### src/design/icfd_pkg.sv
package icfd_pkg;

    // Frame constants
    localparam logic [3:0] FRAME_LEN   = 4'd8;
    localparam logic [7:0] HEADER_BYTE = 8'h55;

    // Register indexes on the configuration port
    localparam int unsigned CFG_IDX_W = 3;
    localparam logic [CFG_IDX_W-1:0] CFG_STALE_TIMEOUT = 3'd0;
    localparam logic [CFG_IDX_W-1:0] CFG_ANGLE_GAP     = 3'd1;
    localparam logic [CFG_IDX_W-1:0] CFG_CODE_TIME     = 3'd2;
    localparam logic [CFG_IDX_W-1:0] CFG_CODE_ACCEL    = 3'd3;
    localparam logic [CFG_IDX_W-1:0] CFG_CODE_GYRO     = 3'd4;
    localparam logic [CFG_IDX_W-1:0] CFG_CODE_ANGLE    = 3'd5;
    localparam logic [CFG_IDX_W-1:0] CFG_CODE_MAGN     = 3'd6;
    localparam int unsigned CFG_DATA_W = 16;

    // Register reset values
    localparam logic [15:0] RST_STALE_TIMEOUT = 16'd500;
    localparam logic [7:0]  RST_ANGLE_GAP     = 8'd50;
    localparam logic [7:0]  RST_CODE_TIME     = 8'd80;
    localparam logic [7:0]  RST_CODE_ACCEL    = 8'd81;
    localparam logic [7:0]  RST_CODE_GYRO     = 8'd82;
    localparam logic [7:0]  RST_CODE_ANGLE    = 8'd83;
    localparam logic [7:0]  RST_CODE_MAGN     = 8'd84;

    // Result status codes
    localparam logic [3:0] ST_BAD_LEN   = 4'd0;
    localparam logic [3:0] ST_BAD_HDR   = 4'd1;
    localparam logic [3:0] ST_BAD_TYPE  = 4'd2;
    localparam logic [3:0] ST_BAD_AXIS  = 4'd3;
    localparam logic [3:0] ST_TIME      = 4'd4;
    localparam logic [3:0] ST_ACCEL     = 4'd5;
    localparam logic [3:0] ST_GYRO      = 4'd6;
    localparam logic [3:0] ST_ANGLE     = 4'd7;
    localparam logic [3:0] ST_MAGN      = 4'd8;
    localparam logic [3:0] ST_TICK      = 4'd9;

    // Angle axis codes
    localparam logic [7:0] AXIS_ROLL  = 8'd1;
    localparam logic [7:0] AXIS_PITCH = 8'd2;
    localparam logic [7:0] AXIS_YAW   = 8'd3;

    // Bits of the seen flags
    localparam int unsigned SEEN_ACCEL = 0;
    localparam int unsigned SEEN_GYRO  = 1;
    localparam int unsigned SEEN_ANGLE = 2;
    localparam int unsigned SEEN_MAGN  = 3;

    // Queue between front and back
    localparam int unsigned QUEUE_DEPTH = 2;

    // Class of a beat as decided by the front
    typedef enum logic [3:0] {
        K_BAD_LEN  = 4'd0,
        K_BAD_HDR  = 4'd1,
        K_BAD_TYPE = 4'd2,
        K_TIME     = 4'd4,
        K_ACCEL    = 4'd5,
        K_GYRO     = 4'd6,
        K_ANGLE    = 4'd7,
        K_MAGN     = 4'd8,
        K_TICK     = 4'd9
    } kind_t;

    typedef struct packed {
        logic [0:0] operation;
        logic [3:0] frame_length;
        logic [7:0] byte_0;
        logic [7:0] byte_1;
        logic [7:0] byte_2;
        logic [7:0] byte_3;
        logic [7:0] byte_4;
        logic [7:0] byte_5;
        logic [7:0] byte_6;
        logic [7:0] byte_7;
    } in_item_t;

    typedef struct packed {
        logic [3:0]         status;
        logic signed [15:0] x_raw;
        logic signed [15:0] y_raw;
        logic signed [15:0] z_raw;
        logic signed [31:0] angle_value;
        logic [1:0]         angle_axis;
        logic [47:0]        time_stamp;
        logic               accel_ok;
        logic               gyro_ok;
        logic               angle_ok;
        logic               magn_ok;
    } out_item_t;

    // Queue entry: class and payload bytes 2..7, byte 2 at the top
    typedef struct packed {
        kind_t       kind;
        logic [47:0] data;
    } q_entry_t;

    typedef struct packed {
        logic [15:0] stale_timeout_ms;
        logic [7:0]  angle_gap_ms;
        logic [7:0]  code_time;
        logic [7:0]  code_accel;
        logic [7:0]  code_gyro;
        logic [7:0]  code_angle;
        logic [7:0]  code_magn;
    } cfg_t;

endpackage

### src/design/icfd_front.sv
module icfd_front
    import icfd_pkg::*;
(
    input  in_item_t item,
    input  cfg_t     cfg,
    output q_entry_t entry
);

    kind_t kind;

    // Tick beats first, then length, header and type; equal codes resolve time first
    always_comb begin
        if (item.operation == 1'b1) begin
            kind = K_TICK;
        end else if (item.frame_length != FRAME_LEN) begin
            kind = K_BAD_LEN;
        end else if (item.byte_0 != HEADER_BYTE) begin
            kind = K_BAD_HDR;
        end else if (item.byte_1 == cfg.code_time) begin
            kind = K_TIME;
        end else if (item.byte_1 == cfg.code_accel) begin
            kind = K_ACCEL;
        end else if (item.byte_1 == cfg.code_gyro) begin
            kind = K_GYRO;
        end else if (item.byte_1 == cfg.code_angle) begin
            kind = K_ANGLE;
        end else if (item.byte_1 == cfg.code_magn) begin
            kind = K_MAGN;
        end else begin
            kind = K_BAD_TYPE;
        end
    end

    assign entry.kind = kind;
    assign entry.data = {item.byte_2, item.byte_3, item.byte_4,
                         item.byte_5, item.byte_6, item.byte_7};

endmodule

### src/design/icfd_queue.sv
module icfd_queue
    import icfd_pkg::*;
(
    input  logic     aclk,
    input  logic     aresetn,
    input  logic     push,
    input  q_entry_t push_entry,
    output logic     full,
    input  logic     pop,
    output logic     head_valid,
    output q_entry_t head_entry
);

    localparam int unsigned PTR_W = (QUEUE_DEPTH > 1) ? $clog2(QUEUE_DEPTH) : 1;
    localparam int unsigned CNT_W = $clog2(QUEUE_DEPTH + 1);
    localparam logic [CNT_W-1:0] DEPTH_CNT = CNT_W'(QUEUE_DEPTH);
    localparam logic [PTR_W-1:0] LAST_PTR  = PTR_W'(QUEUE_DEPTH - 1);

    q_entry_t         slot_reg [QUEUE_DEPTH];
    logic [PTR_W-1:0] wr_ptr_reg, wr_ptr_next;
    logic [PTR_W-1:0] rd_ptr_reg, rd_ptr_next;
    logic [CNT_W-1:0] count_reg, count_next;
    logic             do_push, do_pop;

    assign full       = (count_reg == DEPTH_CNT);
    assign head_valid = (count_reg != '0);
    assign head_entry = slot_reg[rd_ptr_reg];
    assign do_push    = push && !full;
    assign do_pop     = pop && head_valid;

    always_comb begin
        wr_ptr_next = wr_ptr_reg;
        rd_ptr_next = rd_ptr_reg;
        count_next  = count_reg;
        if (do_push) begin
            wr_ptr_next = (wr_ptr_reg == LAST_PTR) ? '0 : wr_ptr_reg + 1'b1;
        end
        if (do_pop) begin
            rd_ptr_next = (rd_ptr_reg == LAST_PTR) ? '0 : rd_ptr_reg + 1'b1;
        end
        if (do_push && !do_pop) begin
            count_next = count_reg + 1'b1;
        end else if (do_pop && !do_push) begin
            count_next = count_reg - 1'b1;
        end
    end

    always_ff @(posedge aclk) begin
        if (!aresetn) begin
            wr_ptr_reg <= '0;
            rd_ptr_reg <= '0;
            count_reg  <= '0;
        end else begin
            wr_ptr_reg <= wr_ptr_next;
            rd_ptr_reg <= rd_ptr_next;
            count_reg  <= count_next;
        end
    end

    always_ff @(posedge aclk) begin
        if (do_push) begin
            slot_reg[wr_ptr_reg] <= push_entry;
        end
    end

endmodule

### src/design/icfd_back.sv
module icfd_back
    import icfd_pkg::*;
#(
    parameter int AGE_BITS = 16
) (
    input  logic      aclk,
    input  logic      aresetn,
    input  cfg_t      cfg,
    input  logic      head_valid,
    input  q_entry_t  head_entry,
    output logic      pop,
    output logic      m_valid,
    input  logic      m_ready,
    output out_item_t m_item
);

    localparam int unsigned CMP_W = (AGE_BITS > 16) ? AGE_BITS : 16;

    logic [AGE_BITS-1:0] accel_age_reg, accel_age_next;
    logic [AGE_BITS-1:0] gyro_age_reg,  gyro_age_next;
    logic [AGE_BITS-1:0] magn_age_reg,  magn_age_next;
    logic [AGE_BITS-1:0] angle_age_reg, angle_age_next;
    logic [3:0]          seen_reg,      seen_next;
    logic                angle_seen_reg, angle_seen_next;
    logic [2:0]          axis_ready_reg, axis_ready_next;
    logic                m_valid_reg;
    out_item_t           out_reg, out_next;

    logic [7:0]       b2, b3, b4, b5, b6, b7;
    logic [2:0]       axis_set;
    logic [CMP_W-1:0] timeout_w, gap_w;
    logic [CMP_W-1:0] accel_w, gyro_w, magn_w, angle_w, angle_now_w;

    assign pop     = head_valid && (!m_valid_reg || m_ready);
    assign m_valid = m_valid_reg;
    assign m_item  = out_reg;

    assign {b2, b3, b4, b5, b6, b7} = head_entry.data;

    assign timeout_w   = CMP_W'(cfg.stale_timeout_ms);
    assign gap_w       = CMP_W'(cfg.angle_gap_ms);
    assign angle_now_w = CMP_W'(angle_age_reg);

    function automatic logic [AGE_BITS-1:0] age_inc(input logic [AGE_BITS-1:0] a);
        age_inc = (a == '1) ? a : a + 1'b1;
    endfunction

    // State update for the beat at the head of the queue
    always_comb begin
        accel_age_next  = accel_age_reg;
        gyro_age_next   = gyro_age_reg;
        magn_age_next   = magn_age_reg;
        angle_age_next  = angle_age_reg;
        seen_next       = seen_reg;
        angle_seen_next = angle_seen_reg;
        axis_ready_next = axis_ready_reg;
        axis_set        = axis_ready_reg;

        out_next            = '0;
        out_next.status     = ST_BAD_LEN;

        unique case (head_entry.kind) inside
            K_TICK: begin
                out_next.status = ST_TICK;
                accel_age_next  = age_inc(accel_age_reg);
                gyro_age_next   = age_inc(gyro_age_reg);
                magn_age_next   = age_inc(magn_age_reg);
                angle_age_next  = age_inc(angle_age_reg);
            end
            K_BAD_LEN: out_next.status = ST_BAD_LEN;
            K_BAD_HDR: out_next.status = ST_BAD_HDR;
            K_BAD_TYPE: out_next.status = ST_BAD_TYPE;
            K_TIME: begin
                out_next.status     = ST_TIME;
                out_next.time_stamp = head_entry.data;
            end
            K_ACCEL, K_GYRO, K_MAGN: begin
                out_next.x_raw = {b3, b2};
                out_next.y_raw = {b5, b4};
                out_next.z_raw = {b7, b6};
                if (head_entry.kind == K_ACCEL) begin
                    out_next.status       = ST_ACCEL;
                    seen_next[SEEN_ACCEL] = 1'b1;
                    accel_age_next        = '0;
                end else if (head_entry.kind == K_GYRO) begin
                    out_next.status      = ST_GYRO;
                    seen_next[SEEN_GYRO] = 1'b1;
                    gyro_age_next        = '0;
                end else begin
                    out_next.status      = ST_MAGN;
                    seen_next[SEEN_MAGN] = 1'b1;
                    magn_age_next        = '0;
                end
            end
            K_ANGLE: begin
                // No earlier angle beat, or too long since the last one: drop the partial set
                if (!angle_seen_reg || (angle_now_w > gap_w)) begin
                    axis_set              = '0;
                    seen_next[SEEN_ANGLE] = 1'b0;
                end
                axis_ready_next = axis_set;
                angle_seen_next = 1'b1;
                angle_age_next  = '0;
                if ((b2 == AXIS_ROLL) || (b2 == AXIS_PITCH) || (b2 == AXIS_YAW)) begin
                    out_next.status      = ST_ANGLE;
                    out_next.angle_axis  = b2[1:0];
                    out_next.angle_value = {b7, b6, b5, b4};
                    axis_set[b2[1:0] - 2'd1] = 1'b1;
                    if (axis_set == 3'b111) begin
                        seen_next[SEEN_ANGLE] = 1'b1;
                        axis_ready_next       = '0;
                    end else begin
                        axis_ready_next = axis_set;
                    end
                end else begin
                    out_next.status = ST_BAD_AXIS;
                end
            end
            default: out_next.status = ST_BAD_LEN;
        endcase

        accel_w = CMP_W'(accel_age_next);
        gyro_w  = CMP_W'(gyro_age_next);
        magn_w  = CMP_W'(magn_age_next);
        angle_w = CMP_W'(angle_age_next);

        out_next.accel_ok = seen_next[SEEN_ACCEL] && (accel_w <= timeout_w);
        out_next.gyro_ok  = seen_next[SEEN_GYRO]  && (gyro_w  <= timeout_w);
        out_next.angle_ok = seen_next[SEEN_ANGLE] && (angle_w <= timeout_w);
        out_next.magn_ok  = seen_next[SEEN_MAGN]  && (magn_w  <= timeout_w);
    end

    always_ff @(posedge aclk) begin
        if (!aresetn) begin
            accel_age_reg  <= '0;
            gyro_age_reg   <= '0;
            magn_age_reg   <= '0;
            angle_age_reg  <= '0;
            seen_reg       <= '0;
            angle_seen_reg <= 1'b0;
            axis_ready_reg <= '0;
            m_valid_reg    <= 1'b0;
        end else begin
            if (pop) begin
                accel_age_reg  <= accel_age_next;
                gyro_age_reg   <= gyro_age_next;
                magn_age_reg   <= magn_age_next;
                angle_age_reg  <= angle_age_next;
                seen_reg       <= seen_next;
                angle_seen_reg <= angle_seen_next;
                axis_ready_reg <= axis_ready_next;
                m_valid_reg    <= 1'b1;
            end else if (m_ready) begin
                m_valid_reg <= 1'b0;
            end
        end
    end

    always_ff @(posedge aclk) begin
        if (pop) begin
            out_reg <= out_next;
        end
    end

endmodule

### src/design/imu_can_frame_decoder.sv
// IMU CAN frame decoder. Each input beat is either an 8-byte sensor CAN
// frame or a 1 ms tick, and each gives exactly one result beat: a status
// code, the decoded time stamp, x/y/z values or one axis angle, and four
// ok flags (accel, gyro, angle set, magn) that say the quantity has been
// seen and its age is within stale_timeout_ms. Throughput is one beat per
// cycle while m_ready is high; an accepted input beat is written into the
// two-entry queue and then into the output register, and its result is
// held back while m_ready is low. The back end sets the throughput: it
// updates the age and flag state once per beat.
// Configuration is taken through cfg_wr_en/cfg_index/cfg_data and must
// only be written while the block is idle; indexes beyond the register
// list are ignored.
module imu_can_frame_decoder
    import icfd_pkg::*;
#(
    parameter int AGE_BITS = 16
) (
    input  logic                  aclk,
    input  logic                  aresetn,
    // Configuration writes
    input  logic                  cfg_wr_en,
    input  logic [CFG_IDX_W-1:0]  cfg_index,
    input  logic [CFG_DATA_W-1:0] cfg_data,
    // Input beats
    input  logic                  s_valid,
    output logic                  s_ready,
    input  in_item_t              s_item,
    // Result beats
    output logic                  m_valid,
    input  logic                  m_ready,
    output out_item_t             m_item
);

    cfg_t     cfg_reg;
    q_entry_t front_entry;
    q_entry_t head_entry;
    logic     q_full;
    logic     head_valid;
    logic     pop;

    // Configuration registers
    always_ff @(posedge aclk) begin
        if (!aresetn) begin
            cfg_reg.stale_timeout_ms <= RST_STALE_TIMEOUT;
            cfg_reg.angle_gap_ms     <= RST_ANGLE_GAP;
            cfg_reg.code_time        <= RST_CODE_TIME;
            cfg_reg.code_accel       <= RST_CODE_ACCEL;
            cfg_reg.code_gyro        <= RST_CODE_GYRO;
            cfg_reg.code_angle       <= RST_CODE_ANGLE;
            cfg_reg.code_magn        <= RST_CODE_MAGN;
        end else if (cfg_wr_en) begin
            unique case (cfg_index)
                CFG_STALE_TIMEOUT: cfg_reg.stale_timeout_ms <= cfg_data;
                CFG_ANGLE_GAP:     cfg_reg.angle_gap_ms     <= cfg_data[7:0];
                CFG_CODE_TIME:     cfg_reg.code_time        <= cfg_data[7:0];
                CFG_CODE_ACCEL:    cfg_reg.code_accel       <= cfg_data[7:0];
                CFG_CODE_GYRO:     cfg_reg.code_gyro        <= cfg_data[7:0];
                CFG_CODE_ANGLE:    cfg_reg.code_angle       <= cfg_data[7:0];
                CFG_CODE_MAGN:     cfg_reg.code_magn        <= cfg_data[7:0];
                default: ;
            endcase
        end
    end

    // Front: classify the beat as it arrives
    icfd_front u_front (
        .item  (s_item),
        .cfg   (cfg_reg),
        .entry (front_entry)
    );

    // Accept whenever the queue has room, regardless of the result side
    assign s_ready = !q_full;

    icfd_queue u_queue (
        .aclk       (aclk),
        .aresetn    (aresetn),
        .push       (s_valid),
        .push_entry (front_entry),
        .full       (q_full),
        .pop        (pop),
        .head_valid (head_valid),
        .head_entry (head_entry)
    );

    // Back: state update and registered result
    icfd_back #(
        .AGE_BITS (AGE_BITS)
    ) u_back (
        .aclk       (aclk),
        .aresetn    (aresetn),
        .cfg        (cfg_reg),
        .head_valid (head_valid),
        .head_entry (head_entry),
        .pop        (pop),
        .m_valid    (m_valid),
        .m_ready    (m_ready),
        .m_item     (m_item)
    );

endmodule
### config.mk
export PLATFORM = sky130hd
export DESIGN_NAME = imu_can_frame_decoder
export DESIGN_NICKNAME = d
export VERILOG_FILES = /design/src/design/icfd_pkg.sv /design/src/design/icfd_front.sv /design/src/design/icfd_queue.sv /design/src/design/icfd_back.sv /design/src/design/imu_can_frame_decoder.sv
export SDC_FILE = /design/constraint.sdc
export NUM_CORES = 1
export LEC_CHECK = 0
export BUFFER_PORTS_ARGS = -buffer_cell sky130_fd_sc_hd__buf_2
export CAP_MARGIN = 20
export CORE_ASPECT_RATIO = 0.8
export CORE_MARGIN = 2
export CORE_UTILIZATION = 55
export DETAILED_ROUTE_END_ITERATION = 10
export GPL_TIMING_DRIVEN = 1
export PLACE_DENSITY = 0.76
export SKIP_LAST_GASP = 1
export SLEW_MARGIN = 30
export SYNTH_ARGS = -nofsm -noshare
export SYNTH_HDL_FRONTEND = slang
export SYNTH_SLANG_ARGS = --single-unit
### constraint.sdc
create_clock -name aclk -period 7.59 [get_ports aclk]
set_input_delay 1.518 -clock aclk [delete_from_list [all_inputs] [get_ports aclk]]
set_output_delay 1.518 -clock aclk [all_outputs]
set_load 0.01 [all_outputs]
# Yosys cells after proc, flatten, opt, wreduce, memory -nomap -nowiden
# Memories as Yosys holds them, arrays and structs flattened. A register that Yosys moved wholly into a read port is not among the register bits.
# Index checks and enable logic that the tools add are counted.
# W data, S select, Z words.
dict set report totals {
  elab_cells 162
  out_inout_bits 140
  ramBits 104
  n_memories 1
  register_bits 279
}
# memory depth width rd rd_clocked_by_memory_dff write_ports line_no
set memory_table {}
lappend memory_table {u_queue.slot_reg 2 52 1 1 1 icfd_queue.sv:19} ;# q_entry_t slot_reg [QUEUE_DEPTH];
dict set report op_classes {
  n_eq_ne 30
  n_mux 52
  n_reduce_logical 33
  n_lt_le_gt_ge 7
  bitwise_logic 1
  n_addsub 9
}
# operator n
set op_table {}
lappend op_table {{$mux W16} 9}
lappend op_table {{$pmux W16 S2} 4}
lappend op_table {{$add A16 B1 Y16 const B} 4}
lappend op_table {{$eq A16 B16 Y1 const B} 4}
lappend op_table {{$le A16 B16 Y1} 4}
lappend op_table {{$eq A8 B8 Y1} 5}
lappend op_table {{$mux W4} 10}
lappend op_table {{$pmux W4 S6} 1}
lappend op_table {{$mux W1} 19}
lappend op_table {{$reduce_and A2 Y1} 9}
lappend op_table {{$eq A4 B3 Y1 const B} 4}
lappend op_table {{$eq A8 B2 Y1 const B} 2}
lappend op_table {{$gt A16 B8 Y1} 1}
lappend op_table {{$mux W3} 5}
lappend op_table {{$eq A3 B3 Y1 const B} 4}
lappend op_table {{$logic_and A1 B1 Y1} 10}
lappend op_table {{$eq A4 B4 Y1 const B} 2}
lappend op_table {{$eq A8 B1 Y1 const B} 1}
lappend op_table {{$ne A8 B7 Y1 const B} 1}
lappend op_table {{$eq A3 B2 Y1 const B} 2}
lappend op_table {{$mux W2} 3}
lappend op_table {{$reduce_bool A2 Y1} 3}
lappend op_table {{$logic_not A1 Y1} 5}
lappend op_table {{$eq A4 B1 Y1 const B} 1}
lappend op_table {{other kinds (14)} 19}

# Depth between registers and ports, before layout
# Gate-level depths: netlist (run 1).
dict set report depth {
  word_depth 11
  ltp_mapped 16
  ltp_nobuf 14
}

# Hierarchy
# From an unflattened synthesis (run 1), not the netlist that was laid out.
dict set report hier_totals {
  cells_unflattened 1796
  area_unflattened_um2 19432.4
}
# module area_each_um2 cells_each instances
set modules_own_cells {}
lappend modules_own_cells {icfd_back 11962.7 1245 1}
lappend modules_own_cells {icfd_queue 3987.6 187 1}
lappend modules_own_cells {imu_can_frame_decoder 2491.1 240 1}
lappend modules_own_cells {icfd_front 991.0 124 1}

# Worst setup path after synthesis (run 1)
# Ideal clock, no wire load.
dict set report synth_path {
  path_type {input to register}
  start {in m_ready}
  end {reg u_back.out_reg, in the netlist u_back.m_item[0], enable pin}
  t_arrival_ns 6.074
  setup_slack_ns 0.959
  stages 5
  path_buffers 2
  cell_sequence {nor2b_1 -> or2_2 -> clkbuf_1 -> clkinv_1 -> clkbuf_1}
}
dict set report synth_via {
  elab_chain_cells 2
}
# item line_no
set synth_lines {}
lappend synth_lines {{from (decl)} imu_can_frame_decoder.sv:30} ;# input logic m_ready,
lappend synth_lines {{$logic_or A1 B1 Y1} icfd_back.sv:34} ;# assign pop = head_valid && (!m_valid_reg || m_ready);
lappend synth_lines {{$logic_and A1 B1 Y1} icfd_back.sv:34}
lappend synth_lines {{net pop} imu_can_frame_decoder.sv:39} ;# logic pop;
lappend synth_lines {{to (signal assigned)} icfd_back.sv:161} ;# out_reg <= out_next;
lappend synth_lines {{to (decl)} icfd_back.sv:27} ;# out_item_t out_reg, out_next;
# The timed path passes the listed nets, and every way through them passes these cells.
# A chain may end at the register's enable or synchronous reset.

==> results by group, run 1 <==
Status
  • Status: finished, final reports clean

Setup path
  • Crit-path slowest cell: o211a_1
  • Crit-path leading delay family: compound AO/OA/AOI/OAI gates
  • CP required: 7.89 ns
  • Setup crit start kind: flop
  • Worst path max stage delay: 0.76 ns
  • CP bufs+invs: 1
  • Endpoint type of the worst setup path: flop
  • CP max FO: 36
  • Setup CP Type: flop to flop
  • Worst-path cell chain: buf_4 -> mux2_2 -> o211a_1 -> nand2_1 -> nor3_1 -> a31oi_1 -> o21a_1 -> ha_1 -> nand4_1 -> or2_2 -> a211oi_1 -> nor4_1 -> o22a_1
  • Worst Path Arrival: 5.13 ns

Clock tree
  • CTS resizes: 0
  • TritonCTS buffer count: 38
  • Max clock buf depth: 3
  • H-tree levels: 2
  • Buffer count from post-CTS setup fixing: 0
  • Clk root buf: clkbuf_16
  • Clk_lat worst skew: 0.54 ns
  • Clock transition at path regs: 0.07 ns
  • CTS tree: done
  • Hold_buf cts: 0
  • Clock sinks: 384

Final layout
  • Flip-flop count of the largest register after layout: 138
  • P&R area growth vs syn: 15.2%
  • Fillers: 2498
  • Most frequent cells in the layout: edfxtp_1, buf_2, nand2_1, nor2_1, dfxtp_1
  • Layout cells sized above 1: 0.173
  • Most common cell after layout, fill and taps aside: edfxtp_1
  • Nets: 2124

Timing
  • Clk_skew: 0.0215 ns
  • Min Clock Period, post-route: 4.83 ns
  • Final setup viols: 0
  • Max-slew violation count: 0
  • Setup WS post-layout: 2.76 ns
  • Final TNS setup: 0 ns
  • Crit share post-route: 0.636
  • RSZ-0062 raised after global routing: no
  • Fmax achieved: 207 MHz
  • Fin. Hold Viols: 0
  • Worst Tran Pin Value: 0.947 ns
  • Worst slew margin: 0.356

Yosys
  • Seq/Total Area, Yosys: 0.557
  • Largest cells by area after synthesis: edfxtp_1, dfxtp_1, ha_1
  • Main synth FF type: edfxtp_1
  • Yosys Warn Count: 0
  • Synthesized area: 18100 sq um
  • Syn Nets: 1926
  • Area share of the largest cell type after synthesis: 0.401
  • Yosys top cell by area: edfxtp_1
  • EDFF count, synth: 242
  • Avg Inst Size Synth: 10.3 sq um
  • Mapped Cells: 1756
  • Register bit total from synthesis: 384
  • Post-synth ARST share: 0
  • Distinct cells, synth: 80

Die
  • Core area: 32500 sq um
  • Die area: 34500 sq um
  • Initial Util: 0.558
  • Horiz. Die Dim: 207 microns
  • Core Rows: 59
  • Num ports: 233
  • Chip height: 166 microns

Global route
  • First-pass GRT wire length: 73200 microns
  • Grt ovf: 0
  • Pin count of the biggest net entering global routing: 107
  • GRT Total Usage: 0.264
  • Number of global-route vias before repair: 13700
  • Initial antenna violation count: 1

Route
  • Met3 WL: 3120 microns
  • Top layer in use: met4
  • Met2 Routed Length: 22200 microns
  • Met1 WL: 20100 microns
  • Antenna Violating Nets Remaining: 0
  • Vias: 14400
  • Initial DRC count: 1585
  • Post-Route WL: 46700 microns
  • Residual DRC count: 0
  • DR pass1 iterations: 6
  • Wire per inst: 19.4 microns
  • Vias per cell: 5.98

Place
  • Port buffer count: 232
  • GP Congestion: 0.940
  • Dpl ws: 2.79 ns
  • Post-DP HPWL: 31200 microns

Pwr
  • Pleak: 7.92 nW
  • Peak VDD IR: 0.327 mV
  • P per Cell Area: 309 nW/um^2

Run
  • Max-Cap Viols: 0

Worst hold path
  • Hold/Removal Path Class: flop to flop
-- stage by stage --
| stage | hold slack [ns] | instances | util | instance area (sq um) | power (mW) |
|---|---|---|---|---|---|
| global route | 0.468 | 2409 | 0.643 | 20900 | 6.73 |
| floorplan | 0.436 | 1756 | - | 18100 | 4.01 |
| finish | 0.452 | 2410 | 0.643 | 20900 | 6.46 |
| detailed placement | 0.449 | 2340 | 0.605 | 19600 | 4.64 |
| CTS | 0.457 | 2407 | 0.641 | 20800 | 6.46 |
| global placement | 0.446 | 2339 | 0.603 | 19600 | 4.59 |
-- path summary, 6_finish.rpt --
| path | cells past startpoint | start | slack, ns | to |
|---|---|---|---|---|
| setup / recovery | 13 | flop | 2.76 | u_back.m_item[2] |
| hold / removal | 2 | cfg_reg[51] | 0.45 | cfg_reg[51] |
| setup reg to reg | 13 | flop | 2.76 | u_back.m_item[2] |
| hold reg to reg | 2 | cfg_reg[51] | 0.45 | cfg_reg[51] |
-- cell families (layout without fill, tap and decap cells) --
logic type,Yosys count,count (layout),synth area share
other cells,0,2,0
xor+xnor,44,44,0.0212
simple gates,700,700,0.182
buf+inv,125,350,0.0281
fa+ha+maj,77,77,0.0531
compound gates,365,365,0.124
flops,384,384,0.557
mux,61,61,0.0342
-- power by group --
group | switching [mW] | internal, mW
sequential | 0.175 | 2.82
clock | 0.797 | 1.04
combinational | 1.12 | 0.511
-- area by class of cell --
cell class,instances,area [sq um],area share
sequential,384,10100,0.484
multi-input combinational,1247,7590,0.363
timing repair buffer,247,1310,0.0629
clock buffer,47,1070,0.0511
tap,427,534,0.0256
inverter,36,140,0.00671
clock inverter,20,134,0.00641
antenna,2,5.00,0.000240
-- worst min-delay path, cell delays in order (launching register included) --
cell and delay, ns:
dfxtp_1 0.31, nand2_1 0.05, a21oi_1 0.05
-- metal layers --
layer	vias to the layer above	track usage
met5	-	0
met4	0	0.0795
met3	103	0.0443
met2	542	0.436
met1	6909	0.358
li1	6851	-
-- cells in the mapped netlist, types with 10 or more instances --
master / number
edfxtp_1: 242
nand2_1: 218
nor2_1: 200
dfxtp_1: 142
a21oi_1: 133
nand3_1: 78
ha_1: 77
o21ai_0: 77
clkbuf_1: 60
mux2i_1: 55
nand4_1: 40
nor3_1: 36
inv_1: 35
a31oi_1: 31
xor2_1: 27
nor4_1: 21
o211ai_1: 19
o21a_1: 19
buf_2: 17
or3_1: 17
xnor2_1: 17
a21o_1: 15
nor2b_1: 15
a311oi_1: 12
and3_1: 12
nand2b_1: 12
or4_1: 10
Power figures use the tool's default switching activity.
==> run 2: changes to the inputs <==
clock period = 4.8 ns   (was 7.59 ns; I/O delays follow)
==> results by group, run 2 (synthesized netlist as in run 1, its figures left out) <==
Clock tree
  • TritonCTS buffer count: 40
  • Clock transition at path regs: 0.06 ns
  • Max clock buf depth: 3
  • Buffer count from post-CTS setup fixing: 0
  • H-tree levels: 2
  • Clock sinks: 384
  • Clk_lat worst skew: 0.55 ns
  • Hold_buf cts: 0
  • CTS tree: done
  • CTS resizes: 0
  • Clk root buf: clkbuf_16

Pwr
  • Clk network pwr share: 0.305
  • Sw frac: 0.321
  • Total power: 10.5 mW
  • Pleak: 8.02 nW
  • Switching pwr: 3.39 mW
  • P per Cell Area: 500 nW/um^2
  • Flop pwr share: 0.445
  • Peak VDD IR: 1.04 mV
  • Combinational share of power: 0.250
  • P_int: 7.15 mW

Timing
  • Final setup viols: 0
  • Final TNS setup: 0 ns
  • Clk_skew: 0.0196 ns
  • Crit share post-route: 0.872
  • Fin. Hold Viols: 0
  • Worst slew margin: 0.323
  • Fmax achieved: 239 MHz
  • Min Clock Period, post-route: 4.18 ns
  • Worst Tran Pin Value: 1.01 ns
  • RSZ-0062 raised after global routing: no
  • Max-slew violation count: 0

Run
  • Max-Cap Viols: 0

Route
  • Residual DRC count: 0
  • Initial DRC count: 1302
  • Vias: 14500
  • DR pass1 iterations: 5
  • Vias per cell: 6.00
  • Antenna Violating Nets Remaining: 0
  • Wire per inst: 19.7 microns
  • Post-Route WL: 47700 microns

Final layout
  • Most frequent cells in the layout: edfxtp_1, buf_2, nand2_1, nor2_1, dfxtp_1
  • Layout cells sized above 1: 0.178
  • P&R area growth vs syn: 16.1%
  • Nets: 2133
  • Flip-flop count of the largest register after layout: 138
  • Most common cell after layout, fill and taps aside: edfxtp_1

Global route
  • First-pass GRT wire length: 75000 microns
  • Number of global-route vias before repair: 13800
  • Initial antenna violation count: 1
  • Pin count of the biggest net entering global routing: 92
  • Grt ovf: 0
  • GRT Total Usage: 0.272

Setup path
  • Worst path max stage delay: 0.75 ns
  • Endpoint type of the worst setup path: flop
  • Crit-path slowest cell: buf_4
  • CP required: 5.09 ns
  • Worst Path Arrival: 4.47 ns
  • Setup CP Type: flop to flop
  • Worst-path cell chain: buf_4 -> mux2i_1 -> buf_4 -> nand3_1 -> nand3_1 -> o21ai_0 -> ha_1 -> nand4_1 -> or2_2 -> a211oi_1 -> nor4_1 -> o22a_1
  • Setup crit start kind: flop
  • CP max FO: 54

Place
  • Post-DP HPWL: 32100 microns
  • Port buffer count: 232
  • GP Congestion: 0.919

Die
  • Core Rows: 59
  • Num ports: 233
  • Initial Util: 0.558
  • Die area: 34500 sq um
  • Horiz. Die Dim: 207 microns
  • Chip height: 166 microns
  • Core area: 32500 sq um

Status
  • Status: finished, final reports clean

Worst hold path
  • Hold/Removal Path Class: flop to flop
-- run 2: path summary, 6_finish.rpt --
check | start | to | slack, ns | depth (start not counted)
worst min-delay path | cfg_reg[61] | cfg_reg[61] | 0.46 | 2
worst min register to register | cfg_reg[61] | cfg_reg[61] | 0.46 | 2
worst max register to register | flop | u_back.m_item[2] | 0.62 | 12
worst max-delay path | flop | u_back.m_item[2] | 0.62 | 12
-- run 2: through the flow --
step	std cells	area (sq um)	worst slack, ns	hold WS [ns]	util
after floorplan	1756	18100	0.902	0.436	-
after global placement	2347	19700	0.778	0.446	0.606
after detailed placement	2348	19700	0.655	0.448	0.607
after CTS	2421	21100	0.630	0.456	0.649
after global routing	2422	21100	0.417	0.472	0.649
final	2422	21100	0.617	0.457	0.649
-- run 2: layer usage --
layer | vias up | track usage | part of all wire
met3 | 100 | 0.0398 | 0.064
met2 | 587 | 0.442 | 0.47
met1 | 6950 | 0.379 | 0.44
li1 | 6886 | - | -
met4 | 0 | 0.0848 | 0.028
met5 | - | 0 | 0
-- run 2: power groups by stage --
stage | combinational, mW | clock [mW] | sequential (mW)
global placement | 2.56 | 0 | 4.73
detailed placement | 2.63 | 0 | 4.76
CTS | 2.65 | 3.24 | 4.70
global route | 2.84 | 3.36 | 4.76
floorplan | 1.22 | 0 | 5.08
finish | 2.64 | 3.21 | 4.69
-- run 2: worst max-delay path, delay by kind of cell, from the launching register on --
family                   cells  cell delay (ns)
AND/OR/NAND/NOR              5             1.38
buffers and inverters        2             1.04
AO/OA/AOI/OAI                3             0.51
flip-flops                   1             0.42
adder cells (fa/ha/maj)      1             0.30
multiplexers                 1             0.27
-- run 2: area by class of cell --
cell class | instances | area (sq um)
Antenna cell | 1 | 2.50
Timing Repair Buffer | 254 | 1360
Clock inverter | 21 | 248
Sequential cell | 384 | 10100
Clock buffer | 52 | 1120
Multi-Input combinational cell | 1247 | 7550
Inverter | 36 | 140
Tap cell | 427 | 534
Fill cell | 2511 | 11400
==> run 3: changes to the inputs <==
ABC_AREA = 1   (was default)
==> results by group, run 3 <==
Die
  • Core Rows: 60
  • Chip height: 168 microns
  • Num ports: 233
  • Die area: 35200 sq um
  • Horiz. Die Dim: 209 microns
  • Initial Util: 0.556
  • Core area: 33400 sq um

Setup path
  • Crit-path slowest cell: nor2_8
  • Setup crit end: u_back.m_item[3]
  • Worst Path Arrival: 3.77 ns
  • CP required: 5.09 ns
  • Crit-path leading delay family: simple AND/OR/NAND/NOR gates
  • Cell mode on critical path: nand2_1
  • Reg-to-reg endpoint: u_back.m_item[3]
  • CP bufs+invs: 4
  • Setup CP Type: flop to flop
  • Endpoint type of the worst setup path: flop
  • Worst path max stage delay: 0.50 ns
  • Worst R2R Setup Slack: 1.32 ns
  • CP max FO: 36
  • WP depth: 19
  • Setup crit start kind: flop
  • Worst-path cell chain: nand2_1 -> o21ai_2 -> inv_2 -> nand2_4 -> nor2_8 -> inv_2 -> nand2_2 -> inv_1 -> o21ai_1 -> nand2_1 -> o21ai_0 -> inv_1 -> ha_1 -> nand2_1 -> nor2_1 -> nand4_1 -> a31o_2 -> o2111ai_1 -> a21oi_1
  • Reg2reg path depth: 19

Global route
  • Initial antenna violation count: 3
  • Pin count of the biggest net entering global routing: 208
  • GRT Total Usage: 0.263
  • First-pass GRT wire length: 73700 microns
  • Grt ovf: 0
  • Number of global-route vias before repair: 14300

Route
  • Post-Route WL: 46600 microns
  • Antenna Violating Nets Remaining: 0
  • Initial DRC count: 1372
  • DR pass1 iterations: 5
  • Wire per inst: 17.2 microns
  • Vias per cell: 5.49
  • Vias: 14800
  • Residual DRC count: 0

Yosys
  • Main synth FF type: edfxtp_1
  • Area share of the largest cell type after synthesis: 0.391
  • Synthesized area: 18600 sq um
  • Post-synth ARST share: 0
  • Avg Inst Size Synth: 9.21 sq um
  • Yosys Warn Count: 0
  • Mapped Cells: 2016
  • List of most frequent post-synthesis cells: nand2_1, inv_1, edfxtp_1, nor2_1, o21ai_0
  • Largest cells by area after synthesis: edfxtp_1, dfxtp_1, nand2_1
  • Cell with the most instances after synthesis: nand2_1
  • Seq/Total Area, Yosys: 0.545
  • Register bit total from synthesis: 384
  • EDFF count, synth: 242
  • Yosys top cell by area: edfxtp_1
  • Distinct cells, synth: 55
  • Syn Nets: 2186

Timing
  • Fin. Hold Viols: 0
  • Final TNS setup: 0 ns
  • Worst slew margin: 0.392
  • Fmax achieved: 287 MHz
  • Crit share post-route: 0.726
  • RSZ-0062 raised after global routing: no
  • Max-slew violation count: 0
  • Final setup viols: 0
  • Min Clock Period, post-route: 3.48 ns
  • Clk_skew: 0.0257 ns
  • Worst Tran Pin Value: 0.912 ns

Final layout
  • Nets: 2409
  • Flip-flop count of the largest register after layout: 138
  • Most common cell after layout, fill and taps aside: nand2_1
  • Most frequent cells in the layout: nand2_1, inv_1, edfxtp_1, buf_2, nor2_1
  • P&R area growth vs syn: 15.6%
  • Layout cells sized above 1: 0.176
  • Finished layout cell area: 21500 sq um
  • Non-filler cells, final: 2704

Place
  • Placed cell count: 2630
  • Placed inst area: 20100 sq um
  • Post-DP HPWL: 31500 microns
  • GP Congestion: 0.969
  • Port buffer count: 232

Run
  • Max-Cap Viols: 0

Clock tree
  • Clk_lat worst skew: 0.55 ns
  • Hold_buf cts: 0
  • Max clock buf depth: 3
  • H-tree levels: 2
  • TritonCTS buffer count: 40
  • Clock transition at path regs: 0.07 ns
  • Clk root buf: clkbuf_16
  • CTS resizes: 0
  • Clock sinks: 384
  • Buffer count from post-CTS setup fixing: 0
  • CTS tree: done

Worst hold path
  • Min-delay src: u_queue.rd_ptr_reg
  • Hold/Removal Path Class: flop to flop

Pwr
  • Clk network pwr share: 0.246
  • Peak VDD IR: 0.432 mV
  • Pleak: 9.68 nW
  • P_int: 8.19 mW
  • Total power: 13.0 mW
  • Switching pwr: 4.86 mW
  • Sw frac: 0.372
  • P per Cell Area: 608 nW/um^2
  • Flop pwr share: 0.400
  • Combinational share of power: 0.354

Status
  • Status: finished, final reports clean
==> run 3: cell types whose count changed in the layout (fill, tap and decap cells not counted), sizes merged, moves of 13 or more <==
cell   delta
mux2i    -16
a31oi    -30
inv     +256
nand4    -16
o21ai   +118
or2      +45
o21a     -13
xnor2    -14
or3      -17
nor4     -14
nor2     +35
nand2    +83
nor2b    -15
==> run 3: cells by family after synthesis <==
family	count (synthesis)	share of synthesized area
adder cells (fa/ha/maj)	77	0.0519
multiplexers	42	0.0228
buffers and inverters	359	0.0778
AND/OR/NAND/NOR	737	0.176
XOR/XNOR	32	0.0151
flip-flops	384	0.545
AO/OA/AOI/OAI	385	0.111
==> run 3: layout make-up <==
| class | count | area (sq um) |
|---|---|---|
| sequential | 384 | 10100 |
| multi-input combinational | 1273 | 7040 |
| tap | 434 | 543 |
| clock buffer | 56 | 1140 |
| antenna | 1 | 2.50 |
| fill | 2622 | 11900 |
| timing repair buffer | 244 | 1290 |
| inverter | 296 | 1110 |
| clock inverter | 16 | 223 |
==> run 3: power by group through the flow <==
stage                     registers [mW]  clock network (mW)  logic [mW]
after floorplan                     5.51                   0        2.81
after global placement              5.24                   0        4.38
after detailed placement            5.27                   0        4.53
after CTS                           5.22                3.26        4.56
after global routing                5.31                3.39        5.12
final                               5.22                3.22        4.61
==> run 3: stage by stage <==
stage               utilization  setup WS (ns)  hold WS [ns]
floorplan                     -           1.09         0.426
global placement          0.600           1.47         0.432
detailed placement        0.601           1.37         0.453
CTS                       0.641           1.33         0.459
global route              0.642           1.01         0.469
finish                    0.642           1.32         0.451
==> run 3: per-layer routing <==
| metal | vias up | share of wire | global-route usage |
|---|---|---|---|
| met5 | - | 0 | 0 |
| li1 | 7215 | - | - |
| met4 | 0 | 0.027 | 0.0935 |
| met3 | 105 | 0.074 | 0.0446 |
| met1 | 6939 | 0.44 | 0.359 |
| met2 | 574 | 0.46 | 0.427 |
==> run 3: how the worst min path moves through the flow <==
stage / to / cells after the start
2_1_floorplan: flop / 1
3_3_place_gp: flop / 1
3_5_place_dp: u_queue.rd_ptr_reg / 1
4_1_cts: flop / 1
5_1_grt: flop / 1
6_report: flop / 1
